$ cat src/rtl/epr_lane.sv
// ----------------------------------------------------------------------------
// epr_lane: one output coordinate, a three-term dot product
// Stage 1 registers the three products, stage 2 rounds and saturates.
// ----------------------------------------------------------------------------
module epr_lane #(
  parameter int COORD_WIDTH = 32,
  parameter int COEF_WIDTH  = 18
) (
  input  logic                          clk_i,
  input  logic                          en1_i,
  input  logic                          en2_i,
  input  logic signed [COEF_WIDTH-1:0]  m0_i, m1_i, m2_i,
  input  logic signed [COORD_WIDTH-1:0] p0_i, p1_i, p2_i,
  output logic signed [COORD_WIDTH-1:0] res_o,
  output logic                          sat_o
);
  localparam int F  = COEF_WIDTH - 2;
  localparam int PW = COORD_WIDTH + COEF_WIDTH;
  localparam int SW = PW + 2;
  localparam logic signed [SW-1:0] Max = SW'((65'sd1 <<< (COORD_WIDTH-1)) - 1);
  localparam logic signed [SW-1:0] Min = -Max - 1;

  logic signed [PW-1:0] a_q, b_q, c_q;
  logic signed [SW-1:0] s;

  always_ff @(posedge clk_i) begin
    if (en1_i) begin
      a_q <= PW'(m0_i) * PW'(p0_i);
      b_q <= PW'(m1_i) * PW'(p1_i);
      c_q <= PW'(m2_i) * PW'(p2_i);
    end
  end

  assign s = (SW'(a_q) + SW'(b_q) + SW'(c_q) + (SW'(1) <<< (F-1))) >>> F;

  always_ff @(posedge clk_i) begin
    if (en2_i) begin
      sat_o <= (s > Max) || (s < Min);
      res_o <= (s > Max) ? Max[COORD_WIDTH-1:0] :
               (s < Min) ? Min[COORD_WIDTH-1:0] : s[COORD_WIDTH-1:0];
    end
  end

endmodule

$ cat config.mk
export PLATFORM = sky130hd
export DESIGN_NAME = epr_lane
export DESIGN_NICKNAME = d
export VERILOG_FILES = /design/src/rtl/epr_lane.sv
export SDC_FILE = /design/constraint.sdc
export NUM_CORES = 2
export LEC_CHECK = 0
export BUFFER_PORTS_ARGS = -buffer_cell sky130_fd_sc_hd__buf_2
export CAP_MARGIN = 20
export CORE_MARGIN = 1
export CORE_UTILIZATION = 62
export CTS_CLUSTER_SIZE = 16
export DETAILED_ROUTE_END_ITERATION = 6
export PLACE_DENSITY = 0.86
export SETUP_SLACK_MARGIN = 0.5
export SLEW_MARGIN = 10
export SYNTH_ARGS = -nofsm -noshare
export SYNTH_HDL_FRONTEND = slang
export SYNTH_SLANG_ARGS = --single-unit
$ cat constraint.sdc
create_clock -name clk_i -period 9.5 [get_ports clk_i]
set_input_delay 1.425 -clock clk_i [delete_from_list [all_inputs] [get_ports clk_i]]
set_output_delay 1.425 -clock clk_i [all_outputs]
set_load 0.05 [all_outputs]
==> run_summary.xml <==
<?xml version="1.0" encoding="UTF-8"?>
<metrics>
  <group name="setup_path">
    <metric name="crit_path_end_kind" unit="">register</metric>
    <metric name="critPathKind" unit="">primary input to register</metric>
    <metric name="cp_data_required_time" unit="ns">9.72</metric>
    <metric name="timing.critical_path.arrival" unit="ns">8.65</metric>
    <metric name="timing.critical_path.fanout_max" unit="">32</metric>
    <metric name="startpoint_type" unit="">primary input</metric>
    <metric name="critical-path-slowest-cell" unit="">sky130_fd_sc_hd__buf_2</metric>
    <metric name="cp_common_cell" unit="">sky130_fd_sc_hd__fa_1</metric>
    <metric name="critPathMaxStageDelay" unit="ns">0.62</metric>
    <metric name="worstPathCellList" unit="">buf_2 &gt; nand2_1 &gt; fa_1 &gt; fa_1 &gt; fa_1 &gt; inv_1 &gt; fa_1 &gt; fa_1 &gt; inv_1 &gt; fa_1 &gt; inv_1 &gt; ha_1 &gt; inv_1 &gt; nor3_1 &gt; nand4_1 &gt; nor4_1 &gt; o21ai_0 &gt; a2111oi_0 &gt; buf_4 &gt; o21ai_0 &gt; o21ai_0 &gt; buf_4 &gt; a21boi_0 &gt; xnor2_1</metric>
  </group>
  <group name="timing">
    <metric name="hold_violations" unit="">0</metric>
    <metric name="maxSlewHeadroom" unit="">0.307</metric>
    <metric name="drv_slew" unit="">0</metric>
    <metric name="timing.setup.tns" unit="ns">0</metric>
    <metric name="rsz0062_at_grt" unit="">no</metric>
    <metric name="worst_hold_slack" unit="ns">1.20</metric>
    <metric name="finalWorstPathRequiredPeriod" unit="ns">8.43</metric>
    <metric name="worst_pin_slew" unit="ns">1.04</metric>
    <metric name="layout_worst_path_cycle_share" unit="">0.887</metric>
    <metric name="clock.fmax" unit="MHz">119</metric>
    <metric name="clock_tree_skew_after_final_layout" unit="ns">0.0125</metric>
    <metric name="setup_viol" unit="">0</metric>
  </group>
  <group name="synth">
    <metric name="async_reset_ff_frac" unit="">0</metric>
    <metric name="post_synth_main_area_contributors" unit="">sky130_fd_sc_hd__fa_1 49%, sky130_fd_sc_hd__inv_1 11%, sky130_fd_sc_hd__ha_1 8.3%</metric>
    <metric name="synthDominantCellAreaShare" unit="">0.492</metric>
    <metric name="synth_top_flop_cell" unit="">sky130_fd_sc_hd__edfxtp_1</metric>
    <metric name="synth_edf_count" unit="">183</metric>
    <metric name="sequential_share_of_the_synthesized_area" unit="">0.0790</metric>
    <metric name="synth.cell_area" unit="µm²">69600</metric>
    <metric name="synthDistinctLibCells" unit="">79</metric>
    <metric name="average_cell_area_after_synthesis" unit="µm²">9.24</metric>
    <metric name="yosysTopAreaCell" unit="">sky130_fd_sc_hd__fa_1</metric>
    <metric name="synth-warning-count" unit="">0</metric>
    <metric name="synth-seq-cells" unit="">183</metric>
    <metric name="synth_cells" unit="">7530</metric>
    <metric name="syn_nets" unit="">9852</metric>
  </group>
  <group name="final_layout">
    <metric name="post_route_cells_drive_above_1_share" unit="">0.0377</metric>
    <metric name="flow.area_growth_from_synthesis" unit="%">3.58</metric>
    <metric name="nets_final" unit="">9771</metric>
  </group>
  <group name="global_route">
    <metric name="grt_pass1_wl" unit="µm">293000</metric>
    <metric name="antenna_found_initial" unit="">2</metric>
    <metric name="grt_max_degree" unit="">77</metric>
    <metric name="grt.total_usage" unit="">0.331</metric>
    <metric name="grt_pass1_vias" unit="">57400</metric>
    <metric name="globalRouteOverflowTotal" unit="">0</metric>
  </group>
  <group name="routing">
    <metric name="met2_wirelength" unit="µm">85900</metric>
    <metric name="viasPerCell" unit="">5.77</metric>
    <metric name="drt.antenna.violating_nets" unit="">0</metric>
    <metric name="top_signal_layer_used" unit="">met4</metric>
    <metric name="drt_pre_antenna_iters" unit="">6</metric>
    <metric name="wl_met1" unit="µm">63400</metric>
    <metric name="wl_per_cell" unit="µm">19.9</metric>
    <metric name="drt_drc_violations_left" unit="">0</metric>
    <metric name="drc_marker_count_from_the_first_detailed_route_iteration" unit="">4351</metric>
    <metric name="wl_met3" unit="µm">18600</metric>
    <metric name="drt_wl_total" unit="µm">178000</metric>
    <metric name="vias" unit="">51600</metric>
  </group>
  <group name="cts">
    <metric name="ctsLongestPathBuffers" unit="">2</metric>
    <metric name="cts-buffers-inserted" unit="">17</metric>
    <metric name="clock_sinks" unit="">183</metric>
    <metric name="root_buffer" unit="">sky130_fd_sc_hd__clkbuf_16</metric>
    <metric name="clk_latency" unit="ns">0.47</metric>
    <metric name="tritoncts_clock_tree" unit="">yes</metric>
    <metric name="post_cts.resized_instances" unit="">0</metric>
    <metric name="postCtsSetupRepairBufs" unit="">0</metric>
    <metric name="cts_hold_buffers" unit="">0</metric>
    <metric name="clk_transition_reported_paths" unit="ns">0.08</metric>
    <metric name="cts_htree_levels" unit="">4</metric>
  </group>
  <group name="die">
    <metric name="initial_utilization" unit="">0.627</metric>
    <metric name="die-area" unit="µm²">114000</metric>
    <metric name="die_height" unit="µm">337</metric>
    <metric name="dieWidth" unit="µm">337</metric>
    <metric name="rows" unit="">122</metric>
    <metric name="design.portCount" unit="">186</metric>
    <metric name="core_area" unit="µm²">111000</metric>
  </group>
  <group name="outcome">
    <metric name="status" unit="">finished clean</metric>
  </group>
  <group name="worst_hold_path">
    <metric name="min_path_type" unit="">register to register</metric>
  </group>
  <group name="placed_design">
    <metric name="place.detailed.hpwl" unit="µm">143000</metric>
    <metric name="portBuffers" unit="">185</metric>
    <metric name="finalWeightedCongestion" unit="">0.949</metric>
  </group>
  <group name="flow_run">
    <metric name="timing.max_cap.violations" unit="">0</metric>
  </group>
</metrics>
[synth_stat cells, types with 8 or more instances]
cell type and instances:
sky130_fd_sc_hd__nand4_1 24, sky130_fd_sc_hd__o21ai_1 16, sky130_fd_sc_hd__o211ai_1 10, sky130_fd_sc_hd__and2_1 682
sky130_fd_sc_hd__and3_1 25, sky130_fd_sc_hd__a211oi_1 12, sky130_fd_sc_hd__fa_1 1708, sky130_fd_sc_hd__nand2_1 1057
sky130_fd_sc_hd__ha_1 461, sky130_fd_sc_hd__edfxtp_1 183, sky130_fd_sc_hd__nor2b_1 29, sky130_fd_sc_hd__a2111oi_0 9
sky130_fd_sc_hd__inv_1 1956, sky130_fd_sc_hd__a31oi_1 15, sky130_fd_sc_hd__nor2_1 177, sky130_fd_sc_hd__a21oi_1 163
sky130_fd_sc_hd__o21ai_0 134, sky130_fd_sc_hd__xnor2_1 130, sky130_fd_sc_hd__a41oi_1 8, sky130_fd_sc_hd__o21bai_1 19
sky130_fd_sc_hd__clkbuf_1 311, sky130_fd_sc_hd__xor2_1 42, sky130_fd_sc_hd__o21a_1 21, sky130_fd_sc_hd__nor3_1 19
sky130_fd_sc_hd__a21boi_0 12, sky130_fd_sc_hd__a21o_1 91, sky130_fd_sc_hd__nand2b_1 49, sky130_fd_sc_hd__nand3_1 41
[state kept, by name, summed over array words and instances, names as in the netlist]
signal  count
a_q        50
b_q        50
c_q        50
res_o      32
sat_o       1
[cell usage in the layout (no fill, tap or decap), types with 16 or more instances in the layout]
| master | synthesis | routed |
|---|---|---|
| sky130_fd_sc_hd__inv_1 | 1956 | 1956 |
| sky130_fd_sc_hd__fa_1 | 1708 | 1708 |
| sky130_fd_sc_hd__nand2_1 | 1057 | 1057 |
| sky130_fd_sc_hd__and2_1 | 682 | 682 |
| sky130_fd_sc_hd__ha_1 | 461 | 461 |
| sky130_fd_sc_hd__buf_2 | 4 | 184 |
| sky130_fd_sc_hd__edfxtp_1 | 183 | 183 |
| sky130_fd_sc_hd__nor2_1 | 177 | 177 |
| sky130_fd_sc_hd__a21oi_1 | 163 | 163 |
| sky130_fd_sc_hd__o21ai_0 | 134 | 134 |
| sky130_fd_sc_hd__xnor2_1 | 130 | 130 |
| sky130_fd_sc_hd__a21o_1 | 91 | 91 |
| sky130_fd_sc_hd__nand2b_1 | 49 | 49 |
| sky130_fd_sc_hd__xor2_1 | 42 | 42 |
| sky130_fd_sc_hd__nand3_1 | 41 | 41 |
| sky130_fd_sc_hd__buf_4 | 0 | 39 |
| sky130_fd_sc_hd__nor2b_1 | 29 | 29 |
| sky130_fd_sc_hd__and3_1 | 25 | 25 |
| sky130_fd_sc_hd__nand4_1 | 24 | 24 |
| sky130_fd_sc_hd__o21a_1 | 21 | 21 |
| sky130_fd_sc_hd__o21bai_1 | 19 | 19 |
| sky130_fd_sc_hd__nor3_1 | 19 | 19 |
| sky130_fd_sc_hd__clkbuf_16 | 0 | 17 |
| sky130_fd_sc_hd__o21ai_1 | 16 | 16 |
[final timing paths]
kind	slack [ns]	end	cells after the start	from
max	1.07	b_q[45]	24	m1_i[3]
min	1.20	res_o[31]	5	b_q[49]
max reg2reg	3.29	res_o[22]	14	a_q[18]
min reg2reg	1.20	res_o[31]	5	b_q[49]
[routing by layer]
metal | up-vias | track usage
li1 | 21800 | -
met1 | 26000 | 0.413
met2 | 3051 | 0.553
met3 | 722 | 0.0647
met4 | 0 | 0.162
met5 | - | 0
[stage by stage]
step            util  std cells  setup slack [ns]  cell area, µm²
6_report       0.649       8953              1.07           72100
5_1_grt        0.649       8951             0.673           72000
4_1_cts        0.649       8950              1.21           72000
3_5_place_dp   0.643       8918             0.697           71400
3_3_place_gp   0.643       8918             0.921           71400
2_1_floorplan      -       7530              1.58           69600
[worst max-delay path: cells and delay by family]
| kind | cells | cell delay [ns] |
|---|---|---|
| adder cells (fa/ha/maj) | 7 | 3.43 |
| XOR/XNOR | 1 | 0.15 |
| AND/OR/NAND/NOR | 4 | 0.89 |
| buffers and inverters | 7 | 1.30 |
| AO/OA/AOI/OAI | 5 | 1.44 |
[layout make-up]
type / instances / area (µm²)
Fill cell: 8426 / 38900
Clock buffer: 17 / 425
Antenna cell: 3 / 7.51
Timing Repair Buffer: 224 / 1220
Sequential cell: 183 / 5500
Multi-Input combinational cell: 5062 / 55500
Tap cell: 1488 / 1860
Inverter: 1961 / 7360
Clock inverter: 15 / 208
[cells by family after synthesis]
family,Yosys count,share of synthesized area
adders and majority gates,2169,0.574
xor gates and xnor gates,172,0.0217
and+or+nand+nor,2141,0.148
muxes,2,0.000288
buffers and inverters,2285,0.124
DFF,183,0.0790
AOI/OAI and AO/OA,578,0.0532
Power is not shown: default switching activity piles up to over one toggle a cycle in this logic, so the estimate is an artifact.
