--- src/rtl/epr_pkg.sv ---
// ----------------------------------------------------------------------------
// epr_pkg: shared types and constants of the Euler point rotation block
// Holds the CORDIC arctangent table, fixed-point constants and register codes.
// ----------------------------------------------------------------------------
package epr_pkg;

  localparam int TrigFrac  = 24;
  localparam int TrigW     = 28;   // Q.24 working width for CORDIC
  localparam int AtanCount = 24;
  localparam int AngleW    = 16;

  localparam logic signed [TrigW-1:0] TrigGain = 28'sd10188014;
  localparam logic signed [TrigW-1:0] PiQ      = 28'sd52707179;
  localparam logic signed [TrigW-1:0] HalfPiQ  = 28'sd26353589;

  localparam logic [1:0] RegAngleX = 2'd0;
  localparam logic [1:0] RegAngleY = 2'd1;
  localparam logic [1:0] RegAngleZ = 2'd2;

  function automatic logic signed [TrigW-1:0] atan_lut(input logic [4:0] idx);
    logic signed [TrigW-1:0] v;
    case (idx)
      5'd0:  v = 28'sd13176795;
      5'd1:  v = 28'sd7778716;
      5'd2:  v = 28'sd4110060;
      5'd3:  v = 28'sd2086331;
      5'd4:  v = 28'sd1047214;
      5'd5:  v = 28'sd524117;
      5'd6:  v = 28'sd262123;
      5'd7:  v = 28'sd131069;
      default: begin
        if (idx < 5'd24) v = 28'sd65536 >>> (idx - 5'd8);
        else v = '0;
      end
    endcase
    return v;
  endfunction

endpackage

--- src/rtl/epr_matrix.sv ---
// ----------------------------------------------------------------------------
// epr_matrix: builds both coefficient matrices from sines and cosines
// A sequencer walks the entries, one product per cycle through one multiplier.
// ----------------------------------------------------------------------------
module epr_matrix #(
  parameter int COEF_WIDTH = 18
) (
  input  logic                         clk_i,
  input  logic                         rst_ni,
  input  logic                         start_i,
  input  logic signed [COEF_WIDTH-1:0] sx_i, cx_i, sy_i, cy_i, sz_i, cz_i,
  output logic                         done_o,
  output logic signed [COEF_WIDTH-1:0] fwd_o [9],
  output logic signed [COEF_WIDTH-1:0] inv_o [9]
);
  import epr_pkg::*;

  localparam int F  = COEF_WIDTH - 2;
  localparam int PW = 2 * COEF_WIDTH + 2;
  localparam logic signed [PW-1:0] CMax = PW'((64'sd1 <<< (COEF_WIDTH-1)) - 1);
  localparam logic signed [PW-1:0] CMin = -CMax - 1;

  // products: p0 sx*sy, p1 cx*sy, then a mix of first and second level products
  logic [4:0] step_q;
  logic       busy_q, done_q;
  logic signed [PW-1:0] pr_q [16];
  logic signed [PW-1:0] ma, mb, prod;

  function automatic logic signed [COEF_WIDTH-1:0] sat(input logic signed [PW-1:0] v);
    if (v > CMax) return CMax[COEF_WIDTH-1:0];
    if (v < CMin) return CMin[COEF_WIDTH-1:0];
    return v[COEF_WIDTH-1:0];
  endfunction

  always_comb begin
    ma = '0;
    mb = '0;
    case (step_q)
      5'd0:  begin ma = PW'(sx_i); mb = PW'(sy_i); end
      5'd1:  begin ma = PW'(cx_i); mb = PW'(sy_i); end
      5'd2:  begin ma = PW'(cy_i); mb = PW'(cz_i); end
      5'd3:  begin ma = PW'(cy_i); mb = PW'(sz_i); end
      5'd4:  begin ma = pr_q[0];   mb = PW'(cz_i); end
      5'd5:  begin ma = PW'(cx_i); mb = PW'(sz_i); end
      5'd6:  begin ma = pr_q[0];   mb = PW'(sz_i); end
      5'd7:  begin ma = PW'(cx_i); mb = PW'(cz_i); end
      5'd8:  begin ma = PW'(sx_i); mb = PW'(cy_i); end
      5'd9:  begin ma = pr_q[1];   mb = PW'(cz_i); end
      5'd10: begin ma = PW'(sx_i); mb = PW'(sz_i); end
      5'd11: begin ma = pr_q[1];   mb = PW'(sz_i); end
      5'd12: begin ma = PW'(sx_i); mb = PW'(cz_i); end
      5'd13: begin ma = PW'(cx_i); mb = PW'(cy_i); end
      5'd14: begin ma = -PW'(cy_i); mb = PW'(sz_i); end
      5'd15: begin ma = -PW'(sx_i); mb = PW'(cy_i); end
      default: begin ma = '0; mb = '0; end
    endcase
    prod = (ma * mb + (PW'(1) <<< (F-1))) >>> F;
  end

  always_ff @(posedge clk_i or negedge rst_ni) begin
    if (!rst_ni) begin
      busy_q <= 1'b0;
      done_q <= 1'b0;
      step_q <= '0;
    end else begin
      done_q <= 1'b0;
      if (start_i) begin
        busy_q <= 1'b1;
        step_q <= '0;
      end else if (busy_q) begin
        if (step_q == 5'd15) begin
          busy_q <= 1'b0;
          done_q <= 1'b1;
        end
        step_q <= step_q + 5'd1;
      end
    end
  end

  always_ff @(posedge clk_i) begin
    if (busy_q && !start_i) pr_q[step_q[3:0]] <= prod;
  end

  assign done_o = done_q;

  always_comb begin
    fwd_o[0] = sat(pr_q[2]);
    fwd_o[1] = sat(pr_q[3]);
    fwd_o[2] = sat(-PW'(sy_i));
    fwd_o[3] = sat(pr_q[4] - pr_q[5]);
    fwd_o[4] = sat(pr_q[6] + pr_q[7]);
    fwd_o[5] = sat(pr_q[8]);
    fwd_o[6] = sat(pr_q[9] + pr_q[10]);
    fwd_o[7] = sat(pr_q[11] - pr_q[12]);
    fwd_o[8] = sat(pr_q[13]);
    inv_o[0] = sat(pr_q[2]);
    inv_o[1] = sat(pr_q[4] + pr_q[5]);
    inv_o[2] = sat(pr_q[9] - pr_q[10]);
    inv_o[3] = sat(pr_q[14]);
    inv_o[4] = sat(pr_q[7] - pr_q[6]);
    inv_o[5] = sat(pr_q[12] + pr_q[11]);
    inv_o[6] = sat(PW'(sy_i));
    inv_o[7] = sat(pr_q[15]);
    inv_o[8] = sat(pr_q[13]);
  end

endmodule

--- config.mk ---
export PLATFORM = sky130hd
export DESIGN_NAME = epr_matrix
export DESIGN_NICKNAME = d
export VERILOG_FILES = /design/src/rtl/epr_pkg.sv /design/src/rtl/epr_matrix.sv
export SDC_FILE = /design/constraint.sdc
export NUM_CORES = 2
export LEC_CHECK = 0
export BUFFER_PORTS_ARGS = -buffer_cell sky130_fd_sc_hd__buf_2
export CORE_MARGIN = 2
export CORE_UTILIZATION = 61
export CTS_BUF_LIST = sky130_fd_sc_hd__clkbuf_8
export DETAILED_ROUTE_END_ITERATION = 12
export PLACE_DENSITY = 0.84
export RECOVER_POWER = 50
export SYNTH_ARGS = -nofsm -noshare
export SYNTH_HDL_FRONTEND = slang
export SYNTH_SLANG_ARGS = --single-unit
--- constraint.sdc ---
create_clock -name clk_i -period 24.2 [get_ports clk_i]
set_input_delay 1.21 -clock clk_i [delete_from_list [all_inputs] [get_ports clk_i]]
set_output_delay 1.21 -clock clk_i [all_outputs]
set_load 0.05 [all_outputs]
==> impl_summary.md <==
Status
The run finished, with violations left. The final reports fail on max-capacitance violations, max-slew violations.

Detailed routing
The detailed router placed 37,309 vias in this run. The number of violations reported at the end of detailed-routing iteration 0 is 4,281. Once detail routing completed, the nets flagged for antenna violations numbered 0. The total wire length is 145,000 um. After detailed routing, the number of remaining DRC violations is 0. Dividing the detail-routed wire length by the instance count gives 23.6 um. Using the TritonRoute via totals, the vias-per-cell ratio works out to 6.07.

Before antenna repair, the detailed router went through 8 iterations.

STA
The max-slew violation count came to 202. Setup repair after global routing left no endpoint under its margin. The setup skew after layout is 0.0395 ns.

Setup violations remaining at the end of the flow were counted as 0. The relative slew slack is -36.2%. For this run, the top clock speed supported by timing is 87.0 MHz. At the pin with the least slew margin, the transition time is 2.04 ns. The final-report hold violation count was 0. Setup total negative slack on the finished layout was measured at 0 ns.

Subtracting the final worst setup slack from the clock period gives 11.49 ns. In the finished design, the share of the clock period the worst path needs comes to 47.5%. The worst setup slack after layout is 12.71 ns.

Synth
Among all flip-flop cells after synthesis, the most frequent one is edfxtp_1. The post-synthesis async set-or-reset flop share is 1.95%. A synthesized cell averages 9.33 um^2. The summed instance area of the synthesized netlist is 44,800 um^2. By area the synthesized netlist is led by fa_1 25%, edfxtp_1 24%, ha_1 10%.

Synthesis produced 4,803 cells. The number of distinct library cells after synthesis is 99. Counting flops with a built-in enable in the synthesized netlist gives 352.

The top cell type by total area after synthesis is fa_1. The count of state elements after synthesis is 359. When the netlist entered floorplanning its net count stood at 5,829. The total number of yosys warnings is 0. Summing the sequential cell areas from Yosys gives 24.0% of the chip area. The top cell type by area accounts for 24.6% of the synthesized area.

Floorplanning
The floorplan step defined a die boundary enclosing 75,600 um^2. The region available for standard cell placement spans 72,800 um^2. The overall die height is 275 um.

The effective utilization at floorplan is 61.5%. The total number of placement rows is 99. The die boundary width is 275 um. For this design the top-level I/O count stands at 436.

Critical path
The slowest library cell on the worst path is or3_1. The worst setup path is launched from a register. Along the worst path, the maximum fanout reaches 26. The worst stage delay on the critical path is 0.91 ns. The most repeated library cell on the critical path is fa_1. The nature of the critical path endpoint is a register.

The critical setup path kind is reg2reg. STA puts the critical path data required time at 24.47 ns. The data arrival time at the worst-slack endpoint is 11.77 ns.

Cells and area
The number of nets in the finished design is 6,159. The post-route netlist has 10.7% of its cells at a drive strength greater than 1. The count of cells in the finished layout, fillers not included, comes to 6,150. Summing all multi-input logic gate instances after layout gives 29,600 um^2. Relative to the synthesized area, the layout overhead comes to 9.36%. The final-layout fill cell count is 5,773. Summing all flip-flop and latch instances after layout gives 10,700 um^2.

Placement
The congestion estimate from routability-driven global placement came to 1.02. The post-placement worst setup slack is 12.55 ns. The final HPWL from detailed placement is 115,000 um.

The cell total after placement is 6,036. The number of buffer cells added on primary ports is 435.

Clock tree
The longest clock path from root to sink contains 3 buffers. The number of sinks on the clock net is 359. The register clock-pin slew on the reported worst setup and hold paths is 0.07 ns. The buffer type at the clock tree root is clkbuf_8. The clock tree from TritonCTS is done. The maximum level of the CTS H-tree is 2. Hold repair after CTS inserted 0 buffers. The number of buffers inserted by post-CTS setup repair is 0.

The clock latency on the worst-skew pair is 0.66 ns. The count of cells resized by post-cts repair is 0. The number of buffers created by CTS is 54.

Global route
The final global-route overflow total is 0. The first global-routing pass estimated 219,000 um of wire. The via count of the first global-routing pass was 36,892.

The global-route usage over all layers is 38.5%. The initial antenna violation count is 11. The maximum number of pins on one net before global-route repair is 38.

Run
The number of max-capacitance violations reported is 9.

Hold path
In this run the worst hold path is classified as in2async.
## layout by cell type (no fill, tap or decap), types with 15 or more instances in the layout
cell	count
clkbuf_8	54
nand2b_1	89
o21bai_1	40
ha_1	365
buf_2	280
a21o_1	56
nand4_1	23
inv_1	993
a31oi_1	18
o21ai_0	191
or3_1	21
or2_2	31
a221o_1	23
nor2b_1	28
xor2_1	49
edfxtp_1	352
nand3_1	37
a211oi_1	15
o21a_1	119
buf_4	73
nand2_1	263
a21oi_1	218
clkbuf_1	169
nor4_1	37
fa_1	550
a22o_1	22
o31ai_1	16
nor3_1	40
nor2_1	492
xnor2_1	189
## worst paths after layout
check / startpoint / end / slack, ns / depth (start not counted)
max: step_q[0] / pr_q[12][20] / 12.71 / 33
min: rst_ni / done_o / 0.46 / 1
max reg2reg: step_q[0] / pr_q[12][20] / 12.71 / 33
min reg2reg: step_q[1] / step_q[1] / 0.63 / 2
max in group asynchronous: rst_ni / busy_q / 23.46 / 1
min in group clk_i: step_q[1] / step_q[1] / 0.63 / 2
## per-layer routing
layer	track usage, %	vias up	wire (um)
met5	0	-	34
met4	19.9	4	9030
met3	9.88	522	18500
met2	60.1	2463	65400
met1	49.7	18127	52500
li1	-	16193	-
## synthesized netlist by cell type (13+ instances only)
cell	instances
o21a_1	119
o211ai_1	14
edfxtp_1	352
nand4_1	23
nand3_1	37
a221oi_1	15
fa_1	550
o21bai_1	40
o21ai_0	191
ha_1	365
nor2_1	505
buf_2	13
or2_2	31
a31oi_1	18
inv_1	978
a211oi_1	16
or3_1	21
nor4_1	37
buf_4	36
nand2_1	263
a21oi_1	219
xor2_1	56
a21o_1	56
clkbuf_1	194
xnor2_1	203
nor3_1	43
nand2b_1	89
a222oi_1	14
o31ai_1	16
a221o_1	23
a22o_1	22
nor2b_1	28
## metrics by stage
step / hold WS (ns) / cell area [um^2] / util, %
after global placement: 0.589 / 48000 / 66.0
after global routing: 0.471 / 49000 / 67.2
after CTS: 0.382 / 49200 / 67.6
after floorplan: 0.559 / 44800 / -
final: 0.457 / 49000 / 67.3
after detailed placement: 0.604 / 48000 / 66.0
## critical path, delay by kind of cell, from the launching register on
family	cells	cell delay, ns
and+or+nand+nor	6	1.97
DFF	1	0.46
adders and majority gates	11	4.95
AOI/OAI and AO/OA	9	2.28
buffers and inverters	7	1.40
## cells by family (layout without fill, tap and decap cells)
logic type,Yosys count,in the layout,synth area share (%)
XOR/XNOR,262,262,5.20
AO/OA/AOI/OAI,891,891,13.5
multiplexers,13,13,0.299
adder cells (fa/ha/maj),915,915,34.8
other,0,14,0
AND/OR/NAND/NOR,1135,1135,11.6
flip-flops,359,359,24.0
buffers and inverters,1228,1602,10.6
## state kept, by name, indices dropped and copies added (netlist names)
name	cells
pr_q	352
step_q	5
busy_q	1
done_o	1
## area by class of cell
cell class / instances / share of cell area, %
clock inverters: 46 / 0.886
inverters: 980 / 7.51
flip-flops and latches: 359 / 21.9
multi-input cells: 3216 / 60.4
diodes: 14 / 0.0715
clock buffers: 54 / 1.52
repair buffers: 522 / 5.27
well taps: 959 / 2.45
Power is not shown: default switching activity piles up to over one toggle a cycle in this logic, so the estimate is an artifact.
