## config.mk

```make
export PLATFORM = sky130hd
export DESIGN_NAME = epr_trig
export DESIGN_NICKNAME = d
export VERILOG_FILES = /design/src/rtl/epr_pkg.sv /design/src/rtl/epr_trig.sv
export SDC_FILE = /design/constraint.sdc
export NUM_CORES = 1
export LEC_CHECK = 0
export BUFFER_PORTS_ARGS = -buffer_cell sky130_fd_sc_hd__clkbuf_2
export CORE_ASPECT_RATIO = 0.9
export CORE_MARGIN = 2
export CORE_UTILIZATION = 59
export DETAILED_ROUTE_END_ITERATION = 12
export PLACE_DENSITY = 0.9
export SLEW_MARGIN = 20
export SYNTH_ARGS = -nofsm -noshare
export SYNTH_HDL_FRONTEND = slang
export SYNTH_SLANG_ARGS = --single-unit
```

## constraint.sdc

```tcl
create_clock -name clk_i -period 6.2 [get_ports clk_i]
set_input_delay 0.62 -clock clk_i [delete_from_list [all_inputs] [get_ports clk_i]]
set_output_delay 0.62 -clock clk_i [all_outputs]
set_load 0.03 [all_outputs]
```

## src/rtl/epr_pkg.sv

```systemverilog
// ----------------------------------------------------------------------------
// epr_pkg: shared types and constants of the Euler point rotation block
// Holds the CORDIC arctangent table, fixed-point constants and register codes.
// ----------------------------------------------------------------------------
package epr_pkg;

  localparam int TrigFrac  = 24;
  localparam int TrigW     = 28;   // Q.24 working width for CORDIC
  localparam int AtanCount = 24;
  localparam int AngleW    = 16;

  localparam logic signed [TrigW-1:0] TrigGain = 28'sd10188014;
  localparam logic signed [TrigW-1:0] PiQ      = 28'sd52707179;
  localparam logic signed [TrigW-1:0] HalfPiQ  = 28'sd26353589;

  localparam logic [1:0] RegAngleX = 2'd0;
  localparam logic [1:0] RegAngleY = 2'd1;
  localparam logic [1:0] RegAngleZ = 2'd2;

  function automatic logic signed [TrigW-1:0] atan_lut(input logic [4:0] idx);
    logic signed [TrigW-1:0] v;
    case (idx)
      5'd0:  v = 28'sd13176795;
      5'd1:  v = 28'sd7778716;
      5'd2:  v = 28'sd4110060;
      5'd3:  v = 28'sd2086331;
      5'd4:  v = 28'sd1047214;
      5'd5:  v = 28'sd524117;
      5'd6:  v = 28'sd262123;
      5'd7:  v = 28'sd131069;
      default: begin
        if (idx < 5'd24) v = 28'sd65536 >>> (idx - 5'd8);
        else v = '0;
      end
    endcase
    return v;
  endfunction

endpackage

```

## src/rtl/epr_trig.sv

```systemverilog
// ----------------------------------------------------------------------------
// epr_trig: iterative CORDIC sine/cosine
// One micro-rotation per cycle; result rounded to Q1.F and saturated.
// ----------------------------------------------------------------------------
module epr_trig #(
  parameter int COEF_WIDTH = 18,
  parameter int TRIG_STEPS = 16
) (
  input  logic                         clk_i,
  input  logic                         rst_ni,
  input  logic                         start_i,
  input  logic signed [15:0]           angle_i,
  output logic                         done_o,
  output logic signed [COEF_WIDTH-1:0] sin_o,
  output logic signed [COEF_WIDTH-1:0] cos_o
);
  import epr_pkg::*;

  localparam int Steps = (TRIG_STEPS < AtanCount) ? TRIG_STEPS : AtanCount;
  localparam int Shr   = TrigFrac - (COEF_WIDTH - 2);
  localparam logic signed [TrigW:0] CoefMax = (TrigW+1)'((64'sd1 <<< (COEF_WIDTH-1)) - 1);
  localparam logic signed [TrigW:0] CoefMin = -CoefMax - 1;

  logic signed [TrigW-1:0] x_q, y_q, z_q;
  logic                    neg_q, busy_q, done_q;
  logic [4:0]              step_q;
  logic signed [TrigW-1:0] z0, xs, ys;
  logic                    neg0;
  logic signed [TrigW:0]   xr, yr, xt, yt;

  always_comb begin
    z0   = TrigW'(angle_i) <<< 11;
    neg0 = 1'b0;
    if (z0 > HalfPiQ) begin
      z0 = z0 - PiQ; neg0 = 1'b1;
    end else if (z0 < -HalfPiQ) begin
      z0 = z0 + PiQ; neg0 = 1'b1;
    end
    xs = x_q >>> step_q;
    ys = y_q >>> step_q;
  end

  always_ff @(posedge clk_i or negedge rst_ni) begin
    if (!rst_ni) begin
      busy_q <= 1'b0;
      done_q <= 1'b0;
      step_q <= '0;
    end else begin
      done_q <= 1'b0;
      if (start_i) begin
        busy_q <= 1'b1;
        step_q <= '0;
      end else if (busy_q) begin
        if (step_q == 5'(Steps - 1)) begin
          busy_q <= 1'b0;
          done_q <= 1'b1;
        end
        step_q <= step_q + 5'd1;
      end
    end
  end

  always_ff @(posedge clk_i) begin
    if (start_i) begin
      x_q   <= TrigGain;
      y_q   <= '0;
      z_q   <= z0;
      neg_q <= neg0;
    end else if (busy_q) begin
      if (!z_q[TrigW-1]) begin
        x_q <= x_q - ys;
        y_q <= y_q + xs;
        z_q <= z_q - atan_lut(step_q);
      end else begin
        x_q <= x_q + ys;
        y_q <= y_q - xs;
        z_q <= z_q + atan_lut(step_q);
      end
    end
  end

  always_comb begin
    xt = neg_q ? -(TrigW+1)'(x_q) : (TrigW+1)'(x_q);
    yt = neg_q ? -(TrigW+1)'(y_q) : (TrigW+1)'(y_q);
    xr = (xt + ((TrigW+1)'(1) <<< (Shr-1))) >>> Shr;
    yr = (yt + ((TrigW+1)'(1) <<< (Shr-1))) >>> Shr;
    cos_o = (xr > CoefMax) ? CoefMax[COEF_WIDTH-1:0] :
            (xr < CoefMin) ? CoefMin[COEF_WIDTH-1:0] : xr[COEF_WIDTH-1:0];
    sin_o = (yr > CoefMax) ? CoefMax[COEF_WIDTH-1:0] :
            (yr < CoefMin) ? CoefMin[COEF_WIDTH-1:0] : yr[COEF_WIDTH-1:0];
  end

  assign done_o = done_q;

endmodule

```

==> flow_summary.json, run 1 <==
{
  "status": "completed",
  "cp_slowest_stage_delay_ns": 0.64,
  "htree_num_levels": 3,
  "power.density_nw_per_um2": 685.9,
  "r2r_cells": 20,
  "insertion_delay_ns": 0.37,
  "fin_skew_ns": 0.01107,
  "clockBufferDepth": 2,
  "cp_top_family": "compound AO/OA/AOI/OAI gates",
  "cp_num_buf_inv": 3,
  "cp_slowest_cell": "mux4_1",
  "postCtsHoldBufs": 0,
  "max_freq_ghz": 0.1693,
  "clock-sinks": 92,
  "antenna_found_initial": 1,
  "layout_min_cycle_time_ns": 5.906,
  "crit_fanout": 7,
  "async_reset_ff_frac": 0.07609,
  "synth-edff-count": 29,
  "antenna_cells": 0,
  "fillers": 2321,
  "wl_met3_um": 6490,
  "setup_ws_ns": 0.2938,
  "critical_path_arrival_ns": 6.16,
  "die_h_um": 161.4,
  "netlist_top_cells_area": "ha_1, xnor2_1, dfxtp_1, edfxtp_1, a21oi_1",
  "slew_violations": 0,
  "grt_pass1_vias": 16530,
  "grt_pass1_wl_um": 88810,
  "start_util": 0.6006,
  "syn_nets": 2241,
  "first_pass_iters": 6,
  "die_w_um": 178.9,
  "endpoint_kind": "flip-flop",
  "drive_above_1_share": 0.1476,
  "wl_met2_um": 25130,
  "cp_cell_sequence": "buf_4 > mux4_1 > mux4_2 > a211o_1 > a31oi_1 > nand2b_1 > nor3_1 > buf_4 > a31oi_1 > xnor2_1 > ha_1 > a22o_1 > or4_1 > o22a_1 > a221o_1 > a2111oi_2 > buf_4 > o31ai_2 > mux2i_1 > mux2_1",
  "root_buffer": "clkbuf_16",
  "ys_warn_count": 0,
  "synth-seq-area-share": 0.1335,
  "fin_setup_tns_ns": 0,
  "startpoint_type": "flip-flop",
  "ir_drop_mv": 0.4060,
  "grt_use_total": 0.3876,
  "slew_headroom": 0.2707,
  "wl_met1_um": 22090,
  "area_growth_pct": 8.786,
  "cts_tree": "built",
  "vias_per_cell": 6.970,
  "ios": 56,
  "num_vias": 17490,
  "yosys_most_used_dff": "dfxtp_1",
  "cp.required_ns": 6.46,
  "grt_overflow": 0,
  "clk_pin_slew_ns": 0.08,
  "worstHoldPathType": "in2async",
  "place_hpwl_um": 42820,
  "multi_input_area_um2": 13120,
  "netlist_instances": 2118,
  "wl_um": 56840,
  "numCtsBuffers": 9,
  "rows": 57,
  "gp_congestion": 1.067,
  "worst_path_most_repeated_cell": "buf_4",
  "dp_slack_ns": 0.1898,
  "seqCellArea_um2": 2178,
  "crit_cells": 20,
  "dieArea_um2": 28860,
  "worst_pin_slew_ns": 1.094,
  "drtIter0Drc": 2251,
  "rsz0062_at_grt": "false",
  "cap_violations": 0,
  "critPathKind": "reg2reg",
  "yosys.area.top_type_share": 0.07784,
  "remaining_drc_errors": 0,
  "yosysUniqueCellTypes": 101,
  "top_layer": "met5",
  "portBuffers": 55,
  "wl_per_cell_um": 22.65,
  "coreArea_um2": 27030,
  "synth-seq-cells": 92,
  "setup_viol": 0,
  "synth_area_um2": 16230,
  "fin_crit_sh": 0.9526,
  "yosysTopAreaCell": "ha_1",
  "yosysMostFrequentCell": "nor2_1",
  "hold_viol_final": 0,
  "p_leak_uw": 0.007551,
  "synth_common_cells": "nor2_1, a21oi_1, nand2_1, o21ai_0, xnor2_1",
  "rrSetupSlack_ns": 0.29,
  "ant_nets": 0,
  "grt_max_degree": 60,
  "synth.avg_cell_area_um2": 7.665,
  "fin_nets": 2273
}
-- metal layers --
metal / GRT usage / up-vias
li1: - / 7977
met1: 0.4987 / 8130
met2: 0.6163 / 1154
met3: 0.08404 / 224
met4: 0.1844 / 2
met5: 0 / -
-- flip-flops by register name, indices dropped and copies added, names as in the netlist --
| name | flops |
|---|---|
| busy_q | 1 |
| done_o | 1 |
| z_q | 28 |
| y_q | 28 |
| x_q | 28 |
| neg_q | 1 |
| step_q | 5 |
-- logic make-up after synthesis --
| logic type | Yosys count | share of synthesized area |
|---|---|---|
| compound gates | 675 | 0.2743 |
| simple gates | 665 | 0.2073 |
| mux | 147 | 0.1320 |
| fa+ha+maj | 105 | 0.08216 |
| xor+xnor | 202 | 0.1098 |
| buf+inv | 232 | 0.06089 |
| flops | 92 | 0.1335 |
-- cell usage in the layout (no fill, tap or decap), types with 15 or more instances in the layout --
| cell | instances |
|---|---|
| a211oi_1 | 19 |
| a21o_1 | 43 |
| a21oi_1 | 169 |
| a31oi_1 | 50 |
| and2_1 | 26 |
| and3_1 | 30 |
| buf_4 | 121 |
| clkbuf_2 | 54 |
| dfxtp_1 | 56 |
| edfxtp_1 | 29 |
| ha_1 | 101 |
| inv_1 | 67 |
| mux2_2 | 24 |
| mux2i_1 | 74 |
| mux4_2 | 33 |
| nand2_1 | 167 |
| nand2b_1 | 26 |
| nand3_1 | 44 |
| nor2_1 | 177 |
| nor2b_1 | 18 |
| nor3_1 | 60 |
| o211ai_1 | 24 |
| o21a_1 | 21 |
| o21ai_0 | 134 |
| o21bai_1 | 15 |
| o22ai_1 | 24 |
| o31ai_1 | 21 |
| or2_2 | 18 |
| or3_1 | 15 |
| xnor2_1 | 132 |
| xor2_1 | 69 |
-- worst register-to-register path, cell delays in order, from the launching register on --
cell and delay (ns):
dfrtp_4 0.50, buf_4 0.19, mux4_1 0.64, mux4_2 0.54, a211o_1 0.29, a31oi_1 0.22
nand2b_1 0.15, nor3_1 0.19, buf_4 0.18, a31oi_1 0.11, xnor2_1 0.16, ha_1 0.29
a22o_1 0.23, or4_1 0.40, o22a_1 0.26, a221o_1 0.39, a2111oi_2 0.31, buf_4 0.18
o31ai_2 0.07, mux2i_1 0.16, mux2_1 0.33
-- power by group --
part	internal [uW]	switching (uW)	total (uW)
logic	4260	5740	10000
clock network	385	290	675
registers	958	485	1440
total	5600	6510	12100
-- final timing paths --
path / start / to
worst max-delay path: step_q[1] / x_q[27]
worst min-delay path: rst_ni / step_q[3]
worst max register to register: step_q[1] / x_q[27]
worst min register to register: y_q[0] / y_q[0]
max in group asynchronous: rst_ni / step_q[1]
min in group clk_i: y_q[0] / y_q[0]
-- per-stage QoR --
stage | hold WS, ns | cell area (um2) | power, uW | instances | utilization
final | 0.1076 | 17660 | 12110 | 2509 | 0.6534
after global placement | 0.4927 | 17170 | 10710 | 2483 | 0.6353
after floorplan | 0.3244 | 16230 | 8607 | 2118 | -
after CTS | 0.1062 | 17520 | 11750 | 2499 | 0.6480
after detailed placement | 0.4980 | 17170 | 11010 | 2483 | 0.6353
after global routing | 0.1153 | 17660 | 13000 | 2509 | 0.6534
-- timing repair --
| item | 4_1_cts | 5_1_grt |
|---|---|---|
| buffers inserted | 0 | 9 |
| setup endpoints to repair | 0 | 15 |
| resized for setup | 0 | 13 |
-- area by class of cell --
| type | instances | share of cell area |
|---|---|---|
| multi-input cells | 1794 | 0.7430 |
| flip-flops and latches | 92 | 0.1233 |
| repair buffers | 182 | 0.07403 |
| well taps | 354 | 0.02508 |
| inverters | 71 | 0.01509 |
| clock buffers | 11 | 0.01438 |
| clock inverters | 5 | 0.005030 |
(Power assumes the default switching activity.)
==> run 2: changes to the inputs <==
--- a/config.mk
+++ b/config.mk
@@ -10,6 +10,7 @@
 export CORE_MARGIN = 2
 export CORE_UTILIZATION = 59
 export DETAILED_ROUTE_END_ITERATION = 12
+export MAX_ROUTING_LAYER = met4
 export PLACE_DENSITY = 0.9
 export SLEW_MARGIN = 20
 export SYNTH_ARGS = -nofsm -noshare
==> flow_summary.json, run 2 (synthesis gave the netlist of run 1 again) <==
{
  "placed_area_um2": 17170,
  "reg_top3": "x_q x28, y_q x28, z_q x28",
  "start_util": 0.6006,
  "place_hpwl_um": 43520,
  "final_cell_mix": "nor2_1, a21oi_1, nand2_1",
  "worst_path_most_repeated_cell": "buf_4",
  "dieArea_um2": 28860,
  "grt_pass1_wl_um": 88980,
  "layout_min_cycle_time_ns": 6.075,
  "grt_overflow": 0,
  "remaining_drc_errors": 0,
  "fin_skew_ns": 0.01377,
  "slew_violations": 0,
  "slew_headroom": 0.3707,
  "total_power_uw": 12000,
  "htree_num_levels": 3,
  "max_freq_ghz": 0.1646,
  "fin_crit_sh": 0.9798,
  "insertion_delay_ns": 0.37,
  "startpoint_type": "flip-flop",
  "postCtsHoldBufs": 0,
  "status": "completed",
  "cp_top_family": "compound AO/OA/AOI/OAI gates",
  "numCtsBuffers": 9,
  "clockBufferDepth": 2,
  "cp_cell_sequence": "buf_4 > mux4_1 > mux4_2 > a211o_1 > a31oi_1 > nand2b_1 > nor3_1 > buf_4 > a31oi_1 > xnor2_1 > ha_1 > a22o_1 > or4_1 > o22a_1 > a221o_1 > a2111oi_2 > buf_4 > o31ai_1 > mux2i_1 > mux2_1",
  "portBuffers": 55,
  "first_pass_iters": 9,
  "coreArea_um2": 27030,
  "critical_path_arrival_ns": 6.34,
  "grt_pass1_vias": 16140,
  "stdcell_area_um2": 17570,
  "dp_slack_ns": 0.1292,
  "cp.required_ns": 6.46,
  "clock-sinks": 92,
  "die_h_um": 161.4,
  "antenna_found_initial": 0,
  "p_leak_uw": 0.007509,
  "critPathKind": "reg2reg",
  "cp_num_buf_inv": 3,
  "fin_nets": 2273,
  "setup_ws_ns": 0.1254,
  "cts_tree": "built",
  "clk_pin_slew_ns": 0.08,
  "vias_per_cell": 7.005,
  "drtIter0Drc": 2110,
  "ios": 56,
  "worstHoldPathType": "in2async",
  "cap_violations": 0,
  "power.density_nw_per_um2": 682.9,
  "ir_drop_mv": 0.3776,
  "die_w_um": 178.9,
  "drive_above_1_share": 0.1480,
  "worst_pin_slew_ns": 0.9322,
  "wl_um": 57700,
  "num_vias": 17580,
  "ant_nets": 0,
  "gp_congestion": 1.061,
  "rsz0062_at_grt": "true",
  "crit_fanout": 10,
  "setup_viol": 0,
  "endpoint_kind": "flip-flop",
  "area_growth_pct": 8.224,
  "final_common_cell": "nor2_1",
  "root_buffer": "clkbuf_16",
  "cp_slowest_cell": "mux4_1",
  "utilization": 0.6500,
  "hold_viol_final": 0,
  "grt_max_degree": 68,
  "rows": 57,
  "cp_slowest_stage_delay_ns": 0.62,
  "grt_use_total": 0.4031,
  "wl_per_cell_um": 23.00,
  "antenna_cells": 0
}
==> run 2: cell count changes in the layout (fill, tap and decap cells not counted), moves of 2 or more <==
cell,before,now
buf_4,121,124
a2111oi_0,6,4
a2111oi_1,0,2
bufinv_16,2,0
clkbuf_16,11,9
nor2_1,177,175
nor2_2,2,4
==> run 2: worst paths after layout <==
| check | start | depth (start not counted) | endpoint | slack (ns) |
|---|---|---|---|---|
| hold / removal | rst_ni | 1 | step_q[3] | 0.11 |
| setup / recovery | step_q[1] | 20 | x_q[27] | 0.13 |
| min in group clk_i | x_q[14] | 2 | x_q[14] | 0.49 |
| hold reg to reg | x_q[14] | 2 | x_q[14] | 0.49 |
| max in group asynchronous | rst_ni | 1 | step_q[1] | 5.84 |
| setup reg to reg | step_q[1] | 20 | x_q[27] | 0.13 |
==> run 2: repair_timing <==
item | CTS | global route
setup endpoints to repair | 0 | 14
setup buffers | 0 | 11
gates resized for setup | 0 | 13
==> run 2: stage by stage <==
| step | setup TNS [ns] | std cells | hold slack (ns) |
|---|---|---|---|
| 2_1_floorplan | 0 | 2118 | 0.3244 |
| 3_5_place_dp | 0 | 2482 | 0.4674 |
| 3_3_place_gp | 0 | 2482 | 0.4547 |
| 4_1_cts | 0 | 2498 | 0.1130 |
| 5_1_grt | -0.1583 | 2509 | 0.1144 |
| 6_report | 0 | 2509 | 0.1088 |
==> run 2: where the power goes <==
| group | total, uW | switching [uW] | leakage [uW] | internal (uW) |
|---|---|---|---|---|
| logic | 10000 | 5780 | 0.00651 | 4240 |
| registers | 1400 | 439 | 0.000862 | 958 |
| clock network | 581 | 298 | 0.000142 | 283 |
| total | 12000 | 6510 | 0.00751 | 5480 |
==> run 2: metal layers <==
| metal | share of wire | global-route usage | vias up | routed length [um] |
|---|---|---|---|---|
| met5 | 0 | - | - | 0 |
| met4 | 0.051 | 0.1582 | 0 | 2948 |
| met3 | 0.11 | 0.07321 | 234 | 6441 |
| met2 | 0.45 | 0.6360 | 1117 | 25850 |
| met1 | 0.39 | 0.5111 | 8244 | 22470 |
| li1 | - | - | 7981 | - |
==> run 2: final cells by class <==
| cell class | count | area, um2 |
|---|---|---|
| tap | 354 | 442.9 |
| clock buffer | 10 | 229.0 |
| multi-input combinational | 1794 | 13120 |
| fill | 2346 | 9460 |
| sequential | 92 | 2178 |
| inverter | 71 | 266.5 |
| timing repair buffer | 182 | 1281 |
| clock inverter | 6 | 55.05 |
